**src/rtl/core/mmaf_pkg.sv**
```systemverilog
package mmaf_pkg;

  localparam int SAMPLE_W   = 10;
  localparam int CH_OUT_W   = 2;
  localparam int MASK_W     = 4;
  localparam int IN_DATA_W  = 16;
  localparam int OUT_DATA_W = 16;

  typedef logic [SAMPLE_W-1:0] sample_t;
  typedef logic [CH_OUT_W-1:0] ch_out_t;
  typedef logic [MASK_W-1:0]   mask_t;

  localparam sample_t FILT_MAX = '1;

endpackage

```
**src/rtl/core/mmaf_ram.sv**
```systemverilog
module mmaf_ram #(
  parameter int WIDTH = 10,
  parameter int DEPTH = 32
) (
  input  logic                                   clk,
  input  logic                                   wr_en,
  input  logic [(DEPTH > 1 ? $clog2(DEPTH) : 1)-1:0] wr_addr,
  input  logic [WIDTH-1:0]                       wr_data,
  input  logic                                   rd_en,
  input  logic [(DEPTH > 1 ? $clog2(DEPTH) : 1)-1:0] rd_addr,
  output logic [WIDTH-1:0]                       rd_data
);

  logic [WIDTH-1:0] mem [DEPTH];
  logic [WIDTH-1:0] rd_data_r;

  always_ff @(posedge clk) begin
    if (wr_en) begin
      mem[wr_addr] <= wr_data;
    end
    if (rd_en) begin
      rd_data_r <= mem[rd_addr];
    end
  end

  assign rd_data = rd_data_r;

endmodule

```
**src/rtl/core/mmaf_seq.sv**
```systemverilog
module mmaf_seq #(
  parameter int NUM_CHANNELS = 4,
  parameter int WINDOW_DEPTH = 8
) (
  input  logic                                          clk,
  input  logic                                          rst_n,
  input  logic                                          in_tvalid,
  output logic                                          in_tready,
  input  mmaf_pkg::sample_t                             in_sample,
  input  logic                                          take,
  output logic                                          s1_valid,
  output logic [(NUM_CHANNELS > 1 ? $clog2(NUM_CHANNELS) : 1)-1:0] s1_ch,
  output mmaf_pkg::sample_t                             s1_sample,
  output mmaf_pkg::sample_t                             old_sample
);
  import mmaf_pkg::*;

  localparam int CH_W   = NUM_CHANNELS > 1 ? $clog2(NUM_CHANNELS) : 1;
  localparam int POS_W  = $clog2(WINDOW_DEPTH);
  localparam int DEPTH  = NUM_CHANNELS * WINDOW_DEPTH;
  localparam int ADDR_W = $clog2(DEPTH);

  logic              clearing_r;
  logic [ADDR_W-1:0] clr_addr_r;
  logic [CH_W-1:0]   cur_ch_r;
  logic [CH_W-1:0]   cur_ch_nxt;
  logic [POS_W-1:0]  wpos_r [NUM_CHANNELS];
  logic [POS_W-1:0]  cur_pos;
  logic [POS_W-1:0]  pos_nxt;
  logic              s1_valid_r;
  logic [CH_W-1:0]   s1_ch_r;
  logic [ADDR_W-1:0] s1_addr_r;
  sample_t           s1_sample_r;
  logic [ADDR_W-1:0] rd_addr;
  logic              accept;
  logic              ram_wr_en;
  logic [ADDR_W-1:0] ram_wr_addr;
  sample_t           ram_wr_data;

  assign in_tready = !clearing_r && (!s1_valid_r || take);
  assign accept    = in_tvalid && in_tready;

  assign cur_pos = wpos_r[cur_ch_r];
  assign rd_addr = ADDR_W'(ADDR_W'(cur_ch_r) * ADDR_W'(WINDOW_DEPTH)) + ADDR_W'(cur_pos);
  assign pos_nxt = (cur_pos == POS_W'(WINDOW_DEPTH - 1)) ? '0 : POS_W'(cur_pos + 1'b1);
  assign cur_ch_nxt = (cur_ch_r == CH_W'(NUM_CHANNELS - 1)) ? '0 : CH_W'(cur_ch_r + 1'b1);

  // clear sweep after reset, then item writes back the new sample
  assign ram_wr_en   = clearing_r || take;
  assign ram_wr_addr = clearing_r ? clr_addr_r : s1_addr_r;
  assign ram_wr_data = clearing_r ? '0 : s1_sample_r;

  mmaf_ram #(
    .WIDTH (SAMPLE_W),
    .DEPTH (DEPTH)
  ) u_window (
    .clk     (clk),
    .wr_en   (ram_wr_en),
    .wr_addr (ram_wr_addr),
    .wr_data (ram_wr_data),
    .rd_en   (accept),
    .rd_addr (rd_addr),
    .rd_data (old_sample)
  );

  always_ff @(posedge clk) begin
    if (!rst_n) begin
      clearing_r <= 1'b1;
      clr_addr_r <= '0;
      cur_ch_r   <= '0;
      s1_valid_r <= 1'b0;
      for (int i = 0; i < NUM_CHANNELS; i++) begin
        wpos_r[i] <= '0;
      end
    end else begin
      if (clearing_r) begin
        clr_addr_r <= ADDR_W'(clr_addr_r + 1'b1);
        if (clr_addr_r == ADDR_W'(DEPTH - 1)) begin
          clearing_r <= 1'b0;
        end
      end
      if (accept) begin
        s1_valid_r       <= 1'b1;
        wpos_r[cur_ch_r] <= pos_nxt;
        cur_ch_r         <= cur_ch_nxt;
      end else if (take) begin
        s1_valid_r <= 1'b0;
      end
    end
  end

  always_ff @(posedge clk) begin
    if (accept) begin
      s1_ch_r     <= cur_ch_r;
      s1_addr_r   <= rd_addr;
      s1_sample_r <= in_sample;
    end
  end

  assign s1_valid  = s1_valid_r;
  assign s1_ch     = s1_ch_r;
  assign s1_sample = s1_sample_r;

  a_no_take_when_empty: assert property (@(posedge clk) disable iff (!rst_n)
    take |-> s1_valid_r)
    else $error("stage taken while empty");

  a_stall_holds_addr: assert property (@(posedge clk) disable iff (!rst_n)
    s1_valid_r && !take |=> s1_valid_r && $stable(s1_addr_r) && $stable(s1_ch_r))
    else $error("stalled stage lost its item");

  a_channel_range: assert property (@(posedge clk) disable iff (!rst_n)
    32'(cur_ch_r) < NUM_CHANNELS)
    else $error("channel out of range");

  a_no_item_while_clearing: assert property (@(posedge clk) disable iff (!rst_n)
    clearing_r |-> !s1_valid_r && !accept)
    else $error("item taken during clear sweep");

endmodule

```
**src/rtl/core/mmaf_acc.sv**
```systemverilog
module mmaf_acc #(
  parameter int NUM_CHANNELS = 4,
  parameter int WINDOW_DEPTH = 8,
  parameter int AVG_SHIFT    = 3
) (
  input  logic                                          clk,
  input  logic                                          rst_n,
  input  logic                                          cfg_wen,
  input  mmaf_pkg::mask_t                               cfg_wdata,
  input  logic                                          s1_valid,
  input  logic [(NUM_CHANNELS > 1 ? $clog2(NUM_CHANNELS) : 1)-1:0] s1_ch,
  input  mmaf_pkg::sample_t                             s1_sample,
  input  mmaf_pkg::sample_t                             old_sample,
  output logic                                          take,
  output logic                                          out_tvalid,
  input  logic                                          out_tready,
  output mmaf_pkg::ch_out_t                             out_channel,
  output mmaf_pkg::sample_t                             out_filtered,
  output logic                                          out_changed,
  output mmaf_pkg::ch_out_t                             out_next_channel
);
  import mmaf_pkg::*;

  localparam int CH_W  = NUM_CHANNELS > 1 ? $clog2(NUM_CHANNELS) : 1;
  localparam int SUM_W = SAMPLE_W + $clog2(WINDOW_DEPTH);

  mask_t             mask_r;
  logic [SUM_W-1:0]  sums_r [NUM_CHANNELS];
  sample_t           prev_r [NUM_CHANNELS];
  logic [SUM_W-1:0]  sum_nxt;
  logic [SUM_W-1:0]  shifted;
  sample_t           filt;
  logic              enabled;
  logic              changed;
  logic [CH_W-1:0]   next_ch;
  logic              out_valid_r;
  ch_out_t           out_ch_r;
  sample_t           out_filt_r;
  logic              out_changed_r;
  ch_out_t           out_next_r;

  assign take = s1_valid && (!out_valid_r || out_tready);

  assign sum_nxt = SUM_W'(sums_r[s1_ch] - SUM_W'(old_sample) + SUM_W'(s1_sample));
  assign shifted = sum_nxt >> AVG_SHIFT;
  assign filt    = (shifted > SUM_W'(FILT_MAX)) ? FILT_MAX : SAMPLE_W'(shifted);
  // channels past the mask width never report
  assign enabled = (32'(s1_ch) < MASK_W) && mask_r[CH_OUT_W'(s1_ch)];
  assign changed = enabled && (filt != prev_r[s1_ch]);
  assign next_ch = (s1_ch == CH_W'(NUM_CHANNELS - 1)) ? '0 : CH_W'(s1_ch + 1'b1);

  always_ff @(posedge clk) begin
    if (!rst_n) begin
      mask_r      <= '0;
      out_valid_r <= 1'b0;
      for (int i = 0; i < NUM_CHANNELS; i++) begin
        sums_r[i] <= '0;
        prev_r[i] <= '0;
      end
    end else begin
      if (cfg_wen) begin
        mask_r <= cfg_wdata;
      end
      if (take) begin
        sums_r[s1_ch] <= sum_nxt;
        prev_r[s1_ch] <= filt;
        out_valid_r   <= 1'b1;
      end else if (out_tready) begin
        out_valid_r <= 1'b0;
      end
    end
  end

  always_ff @(posedge clk) begin
    if (take) begin
      out_ch_r      <= CH_OUT_W'(s1_ch);
      out_filt_r    <= filt;
      out_changed_r <= changed;
      out_next_r    <= CH_OUT_W'(next_ch);
    end
  end

  assign out_tvalid       = out_valid_r;
  assign out_channel      = out_ch_r;
  assign out_filtered     = out_filt_r;
  assign out_changed      = out_changed_r;
  assign out_next_channel = out_next_r;

  a_next_follows: assert property (@(posedge clk) disable iff (!rst_n)
    take |=> out_tvalid && (out_next_channel == $past(CH_OUT_W'(next_ch))))
    else $error("next channel mismatch");

  a_out_holds: assert property (@(posedge clk) disable iff (!rst_n)
    out_valid_r && !out_tready |=> out_valid_r && $stable(out_ch_r) &&
      $stable(out_filt_r) && $stable(out_changed_r) && $stable(out_next_r))
    else $error("stalled result changed");

  a_take_needs_item: assert property (@(posedge clk) disable iff (!rst_n)
    take |-> s1_valid)
    else $error("result taken without item");

endmodule

```
**src/rtl/core/multichannel_moving_average_filter.sv**
```systemverilog
// multichannel boxcar moving average filter
// input channel in_*: one 10-bit sample per item, for the channel currently
//   selected; channels are served round robin starting at channel 0
// result channel out_*: one item per sample with the channel it belonged to,
//   the window average (sum >> AVG_SHIFT, saturated), a change flag for
//   enabled channels and the channel to select next
// cfg_wen / cfg_wdata: per-channel enable mask for change reporting
// path: input stage registers the sample, then output register the result
// throughput: one item per cycle unless stalled; window memory is read at
//   acceptance, written back when taken, so consecutive items never collide
// reset: windows, sums, previous values and positions clear; the window
//   memory is swept to zero, all NUM_CHANNELS * WINDOW_DEPTH entries
//   (32 with the defaults), with in_tready low, config writes still taken
// stall: an output register holds the result while out_tready is low; one
//   more item waits in the input stage, then in_tready drops
module multichannel_moving_average_filter #(
  parameter int NUM_CHANNELS = 4,
  parameter int WINDOW_DEPTH = 8,
  parameter int AVG_SHIFT    = 3
) (
  input  logic                                   clk,
  input  logic                                   rst_n,
  input  logic                                   cfg_wen,
  input  mmaf_pkg::mask_t                        cfg_wdata,
  input  logic                                   in_tvalid,
  output logic                                   in_tready,
  // sample[9:0], zero pad
  input  logic [mmaf_pkg::IN_DATA_W-1:0]         in_tdata,
  output logic                                   out_tvalid,
  input  logic                                   out_tready,
  // channel[1:0], filtered[11:2], changed[12], next_channel[14:13], zero pad
  output logic [mmaf_pkg::OUT_DATA_W-1:0]        out_tdata
);
  import mmaf_pkg::*;

  localparam int CH_W = NUM_CHANNELS > 1 ? $clog2(NUM_CHANNELS) : 1;

  logic            take;
  logic            s1_valid;
  logic [CH_W-1:0] s1_ch;
  sample_t         s1_sample;
  sample_t         old_sample;
  ch_out_t         out_channel;
  sample_t         out_filtered;
  logic            out_changed;
  ch_out_t         out_next_channel;

  mmaf_seq #(
    .NUM_CHANNELS (NUM_CHANNELS),
    .WINDOW_DEPTH (WINDOW_DEPTH)
  ) u_seq (
    .clk        (clk),
    .rst_n      (rst_n),
    .in_tvalid  (in_tvalid),
    .in_tready  (in_tready),
    .in_sample  (in_tdata[SAMPLE_W-1:0]),
    .take       (take),
    .s1_valid   (s1_valid),
    .s1_ch      (s1_ch),
    .s1_sample  (s1_sample),
    .old_sample (old_sample)
  );

  mmaf_acc #(
    .NUM_CHANNELS (NUM_CHANNELS),
    .WINDOW_DEPTH (WINDOW_DEPTH),
    .AVG_SHIFT    (AVG_SHIFT)
  ) u_acc (
    .clk              (clk),
    .rst_n            (rst_n),
    .cfg_wen          (cfg_wen),
    .cfg_wdata        (cfg_wdata),
    .s1_valid         (s1_valid),
    .s1_ch            (s1_ch),
    .s1_sample        (s1_sample),
    .old_sample       (old_sample),
    .take             (take),
    .out_tvalid       (out_tvalid),
    .out_tready       (out_tready),
    .out_channel      (out_channel),
    .out_filtered     (out_filtered),
    .out_changed      (out_changed),
    .out_next_channel (out_next_channel)
  );

  assign out_tdata = {
    {(OUT_DATA_W - 2 * CH_OUT_W - SAMPLE_W - 1){1'b0}},
    out_next_channel, out_changed, out_filtered, out_channel
  };

endmodule
```
**config.mk**
```make
export PLATFORM = sky130hd
export DESIGN_NAME = multichannel_moving_average_filter
export DESIGN_NICKNAME = d
export VERILOG_FILES = /design/src/rtl/core/mmaf_pkg.sv /design/src/rtl/core/mmaf_ram.sv /design/src/rtl/core/mmaf_seq.sv /design/src/rtl/core/mmaf_acc.sv /design/src/rtl/core/multichannel_moving_average_filter.sv
export SDC_FILE = /design/constraint.sdc
export NUM_CORES = 1
export LEC_CHECK = 0
export ABC_AREA = 1
export BUFFER_PORTS_ARGS = -buffer_cell sky130_fd_sc_hd__buf_2
export CORE_ASPECT_RATIO = 0.9
export CORE_MARGIN = 3
export CORE_UTILIZATION = 57
export DETAILED_ROUTE_END_ITERATION = 12
export GPL_TIMING_DRIVEN = 0
export PLACE_DENSITY = 0.85
export SYNTH_ARGS = -nofsm -noshare
export SYNTH_HDL_FRONTEND = slang
export SYNTH_SLANG_ARGS = --single-unit
```
**constraint.sdc**
```tcl
create_clock -name clk -period 3.5 [get_ports clk]
set_clock_uncertainty 0.15 [all_clocks]
set_input_delay 0.525 -clock clk [delete_from_list [all_inputs] [get_ports clk]]
set_output_delay 0.525 -clock clk [all_outputs]
set_load 0.01 [all_outputs]
```
# Word-level counts from Yosys, hierarchy flattened
# Memories as Yosys holds them, arrays and structs flattened. A register that Yosys moved wholly into a read port is not among the register bits.
# Index checks and enable logic that the tools add are counted.
[totals]
reg_bits = 46
mem_bits_rw = 424
input_bits = 25
out_inout_bits = 18
memories = 4
[memory_table]
columns = ["name", "depth", "word_bits", "read_ports", "rd_clocked_by_memory_dff", "wr", "line_no", "rtl"]
rows = [
  ["u_seq.u_window.mem", 32, 10, 1, 1, 1, "mmaf_ram.sv:14", "logic [WIDTH-1:0] mem [DEPTH];"],
  ["u_acc.sums_r", 4, 13, 1, 1, 4, "mmaf_acc.sv:28", "logic [SUM_W-1:0] sums_r [NUM_CHANNELS];"],
  ["u_acc.prev_r", 4, 10, 1, 1, 4, "mmaf_acc.sv:29", "sample_t prev_r [NUM_CHANNELS];"],
  ["u_seq.wpos_r", 4, 3, 1, 1, 4, "mmaf_seq.sv:27", "logic [POS_W-1:0] wpos_r [NUM_CHANNELS];"],
]
[classes]
add_sub_neg = 7
order_cmp = 2
n_eq_ne = 5
muxes = 35
reduce_logical = 15
[op_table]
columns = ["cell", "count"]
rows = [
  ["$mux 10", 3],
  ["$mux 1", 19],
  ["$mux 2", 8],
  ["$add 13x10->13", 1],
  ["$mux 13", 1],
  ["$reduce_or 13->1", 1],
  ["$sub 13x10->13", 1],
  ["$gt 10x10->1 const B", 1],
  ["$ne 10x10->1", 1],
  ["$reduce_or 10->1", 1],
  ["$mux 3", 2],
  ["$add 5x1->5 const B", 1],
  ["$add 5x3->5", 1],
  ["$eq 5x5->1 const B", 1],
  ["$mux 5", 1],
  ["$add 2x1->2 const B", 2],
  ["$eq 2x2->1 const B", 2],
  ["$logic_and 1x1->1", 4],
  ["$reduce_bool 2->1", 2],
  ["$add 3x1->3 const B", 1],
  ["$eq 3x3->1 const B", 1],
  ["$logic_not 1->1", 3],
  ["$logic_or 1x1->1", 3],
  ["$lt 2x3->1 const B", 1],
  ["2 further kinds", 2],
]

# Longest topological paths before layout
[logic_depth]
depth_word = 11
ltp_mapped = 23
mapped_depth_nobuf = 21

# Hierarchy
# A second synthesis with hierarchy kept.
[unflattened]
hier_cells = 1976
area_unflattened_um2 = 21121.5
[by_module_without_submodules]
columns = ["module", "instances", "cells_each", "area_each_um2"]
rows = [
  ["mmaf_ram", 1, 1140, 13430.4],
  ["mmaf_acc", 1, 663, 5985.7],
  ["mmaf_seq", 1, 170, 1686.6],
  ["multichannel_moving_average_filter", 1, 3, 18.8],
]

# Worst setup path after synthesis
# OpenSTA, ideal clock, no wires.
[synth_timing]
path_type = "reg2reg"
start = "reg with a tool-made name"
end = "reg u_acc.out_changed_r, in the netlist u_acc.out_changed (data pin)"
setup_ns = 0.252
t_arrival_ns = 3.344
required_time_ns = 3.098
setup_slack_ns = -0.246
path_stages_with_launch = 22
synth_period_minus_slack_ns = 3.746
cell_sequence = "dfxtp_1 > buf_2 > buf_1 > clkbuf_1 > nand2_1 > a32o_1 > ha_1 > inv_1 > ha_1 > fa_1 > nand3_1 > nand3_1 > nand2_1 > nand3_1 > nand2_1 > clkinv_1 > nand2_1 > nand2_1 > nor2_1 > nand3_1 > nor2_1 > nor2_1"
[synth_lines]
columns = ["item", "line_no", "rtl"]
rows = [
  ["end signal: assignment", "mmaf_acc.sv:78", "out_changed_r <= changed;"],
  ["end: declaration", "mmaf_acc.sv:39", "logic out_changed_r;"],
]

==> reports/qor.csv <==
metric;value;unit
outcome;finished, violations left;
failing checks;setup timing;
drt drc;0;
TritonCTS clock tree;built;
Leak;8.794;nW
placed wire-length estimate;34610;um
post-route design area;24310;um2
syn_area_per_cell;11.63;um2
Setup Crit Path Kind;flip-flop to flip-flop;
Top Family by Delay on Critical Path;simple AND/OR/NAND/NOR gates;
Horiz. Die Dim;208.7;um
placed cells;2333;
clock power share;0.405;
Max stage delay cell, worst path;fa_1;
Clock Latency Late Sink;580;ps
number of port buffers;35;
Clock Root Buffer;clkbuf_16;
Register Area;14300;um2
Worst slew margin;0.2190;
Max FO, Critical Path;7;
Gate power share;0.046;
I/O Pins;43;
Seq cells post-synth;482;
Slew Viols, Final;0;
Initial Util;0.5800;
Placer Congestion;0.9647;
drt pass-1 iters;9;
drt wl/cell;23.25;um
power share of the sequential group;0.548;
min-delay worst type;input pin to flip-flop;
CP bufs+invs;4;
Design Power;11.60;mW
period utilization;1.078;
Max clock buf depth;3;
H-tree Lvls;2;
Worst Path Required;3660;ps
Clock Sinks;482;
first-pass GRT wire length;82250;um
share of layout cells above drive strength 1;0.2019;
number of max-cap violations;0;
switching share of power;0.2185;
die footprint;39320;um2
row cnt;66;
Via density;6.280;
Synth cell types;40;
Antenna Violating Nets Remaining;0;
number of synthesized flops with an enable pin;464;
top_reg_cell synth;edfxtp_1;
initial drt markers;2479;
RSZ-0062 raised after global routing;yes;
GR Overflow Total;0;
Ant. Diodes;0;
register area share after synthesis;0.6782;
Placeable Area;36330;um2
cells after synthesis;1812;
Total GRT Usage;0.2695;
mapped cell area;21080;um2
CP max stage delay;540;ps
Final Net Count;1986;
fillers;2347;
Cell Count, Final, Fillers Out;2442;
Cell Chain, Critical Path;buf_12 -> clkbuf_16 -> nand2_2 -> a32o_2 -> fa_1 -> inv_2 -> ha_4 -> nand2_2 -> nand2_2 -> inv_2 -> nand2_4 -> nand2_4 -> nand2_4 -> nand2_1 -> nand4_1 -> nand2_2 -> nand2_1 -> nand2_1 -> nand2_2 -> nor2_4 -> nor2_1;
syn nets;1866;
pwr/cell area;477.2;nW/um2
placed cell areas;22080;um2
Core Util, Final;0.6692;
# setup viols final;17;
final hold slack;3.601;ps
asr flop ratio synth;0;
clock-pin slew on the worst setup and hold paths;70;ps
Startpoint Class;flip-flop;
fmax;265.1;MHz
peak supply drop;0.4698;mV
crit path time final;3772;ps
DR vias;15336;
largest net degree at the start of global routing;33;
CP endpoint kind;flip-flop;
Critical Path AT;3930;ps
Die Span Y;188.4;um
final hold vios;0;
Cell Int Power;9.067;mW
Routed WL;56790;um
net switching power;2.536;mW
Worst-Margin Slew;1167;ps
YS warnings;0;
cts bufs inserted;46;
multi-input logic area;6394;um2
Final WS setup;-272.1;ps
antenna violations before repair;1;
vias in the first global route;14919;
Syn-to-layout area delta;15.37;%
Critical Path Most Common Cell;nand2_2;
-- worst paths after layout --
check                 start            endpoint  slack (ps)  cells after the start
max reg2reg       flip-flop   u_acc.out_changed        -270                     21
max               flip-flop   u_acc.out_changed        -270                     21
min reg2reg  u_seq.s1_valid    u_acc.out_tvalid         360                      2
min             in_tdata[0]  u_seq.s1_sample[0]           4                      1
-- worst reg2reg max path, cell delays in order (launching register included) --
cell and delay (ps):
dfxtp_4 400, buf_12 140, clkbuf_16 150, nand2_2 40, a32o_2 260, fa_1 540
inv_2 70, ha_4 300, nand2_2 100, nand2_2 90, inv_2 90, nand2_4 70
nand2_4 90, nand2_4 50, nand2_1 100, nand4_1 260, nand2_2 160, nand2_1 70
nand2_1 90, nand2_2 70, nor2_4 140, nor2_1 60
-- kinds of logic after synthesis --
family	share of synthesized area
xor+xnor	0.001247
simple gates	0.1738
fa+ha+maj	0.02078
compound gates	0.08270
other cells	0.0001779
buf+inv	0.04304
flops	0.6782
-- layout by cell type, fill, tap and decap left out, drive strengths merged, types with 8 or more instances in the layout --
cell type,instances
ha,19
o211ai,94
fa,10
inv,116
o21ai,102
nand2,261
a32o,10
clkinv,23
a21oi,25
or2,82
nor3,11
dlygate4sd3,8
nand3,156
buf,111
nor2,330
dfxtp,18
edfxtp,464
clkbuf,100
-- per-stage QoR --
| step | setup TNS [ps] | worst slack (ps) |
|---|---|---|
| 2_1_floorplan | 0 | 20.56 |
| 3_3_place_gp | -76310 | -1124 |
| 3_5_place_dp | -70990 | -1222 |
| 4_1_cts | -120.5 | -120.5 |
| 5_1_grt | -2600 | -316.4 |
| 6_report | -1435 | -272.1 |
-- layout make-up --
cell class	count	area share
Inverter	119	0.02012
Sequential cell	482	0.5882
Timing Repair Buffer	75	0.02532
Buffer	87	0.02223
Tap cell	476	0.02449
Clock inverter	25	0.007667
Clock buffer	57	0.04904
Multi-Input combinational cell	1121	0.2630
-- power groups by stage --
stage | sequential [mW] | clock (mW) | combinational (mW)
2_1_floorplan | 6.48 | 0 | 0.306
3_3_place_gp | 6.48 | 0 | 0.434
3_5_place_dp | 6.48 | 0 | 0.454
4_1_cts | 6.36 | 4.67 | 0.485
5_1_grt | 6.37 | 4.93 | 0.574
6_report | 6.36 | 4.70 | 0.539
-- cells in the mapped netlist (20+ instances only) --
| cell | instances | area, um2 |
|---|---|---|
| edfxtp_1 | 464 | 13930 |
| or2_1 | 21 | 131.4 |
| a21oi_1 | 25 | 125.1 |
| o21ai_0 | 102 | 510.5 |
| nand3_1 | 154 | 770.7 |
| inv_1 | 109 | 409.1 |
| nand2_1 | 260 | 975.9 |
| o211ai_2 | 49 | 613.1 |
| clkbuf_1 | 46 | 172.7 |
| or2_2 | 61 | 381.6 |
| buf_2 | 20 | 100.1 |
| nor2_1 | 330 | 1239 |
| o211ai_1 | 45 | 337.8 |
-- sequential cells by signal, indices dropped and copies added, names as in the netlist, 2 cells and up, named ones only --
register                count
u_seq.s1_addr_r             5
u_acc.out_filtered         10
u_seq.u_window.rd_data     10
u_acc.sums_r               52
u_seq.u_window.mem        320
u_seq.s1_sample            10
u_seq.wpos_r               12
u_acc.prev_r               40
u_acc.out_next_channel      2
u_seq.cur_ch_r              2
u_seq.clr_addr_r            5
u_acc.mask_r                4
u_acc.out_channel           2
-- what timing repair did --
item                       in CTS  in global routing
hold endpoints to repair        8                  0
gates resized for setup        66                108
setup buffers                   6                 15
pin swaps                       9                 41
setup endpoints to repair     140                 52
hold buffers                    8                  0
cloned                          0                  1
-- routing by layer --
layer / track usage / share of wire / wire length (um)
met3: 0.06276 / 0.13 / 7249
met4: 0.1195 / 0.053 / 3027
met1: 0.3533 / 0.35 / 19940
met2: 0.4350 / 0.47 / 26560
met5: 0 / 0.00014 / 8
No activity file was read; power rests on OpenSTA's default activity.
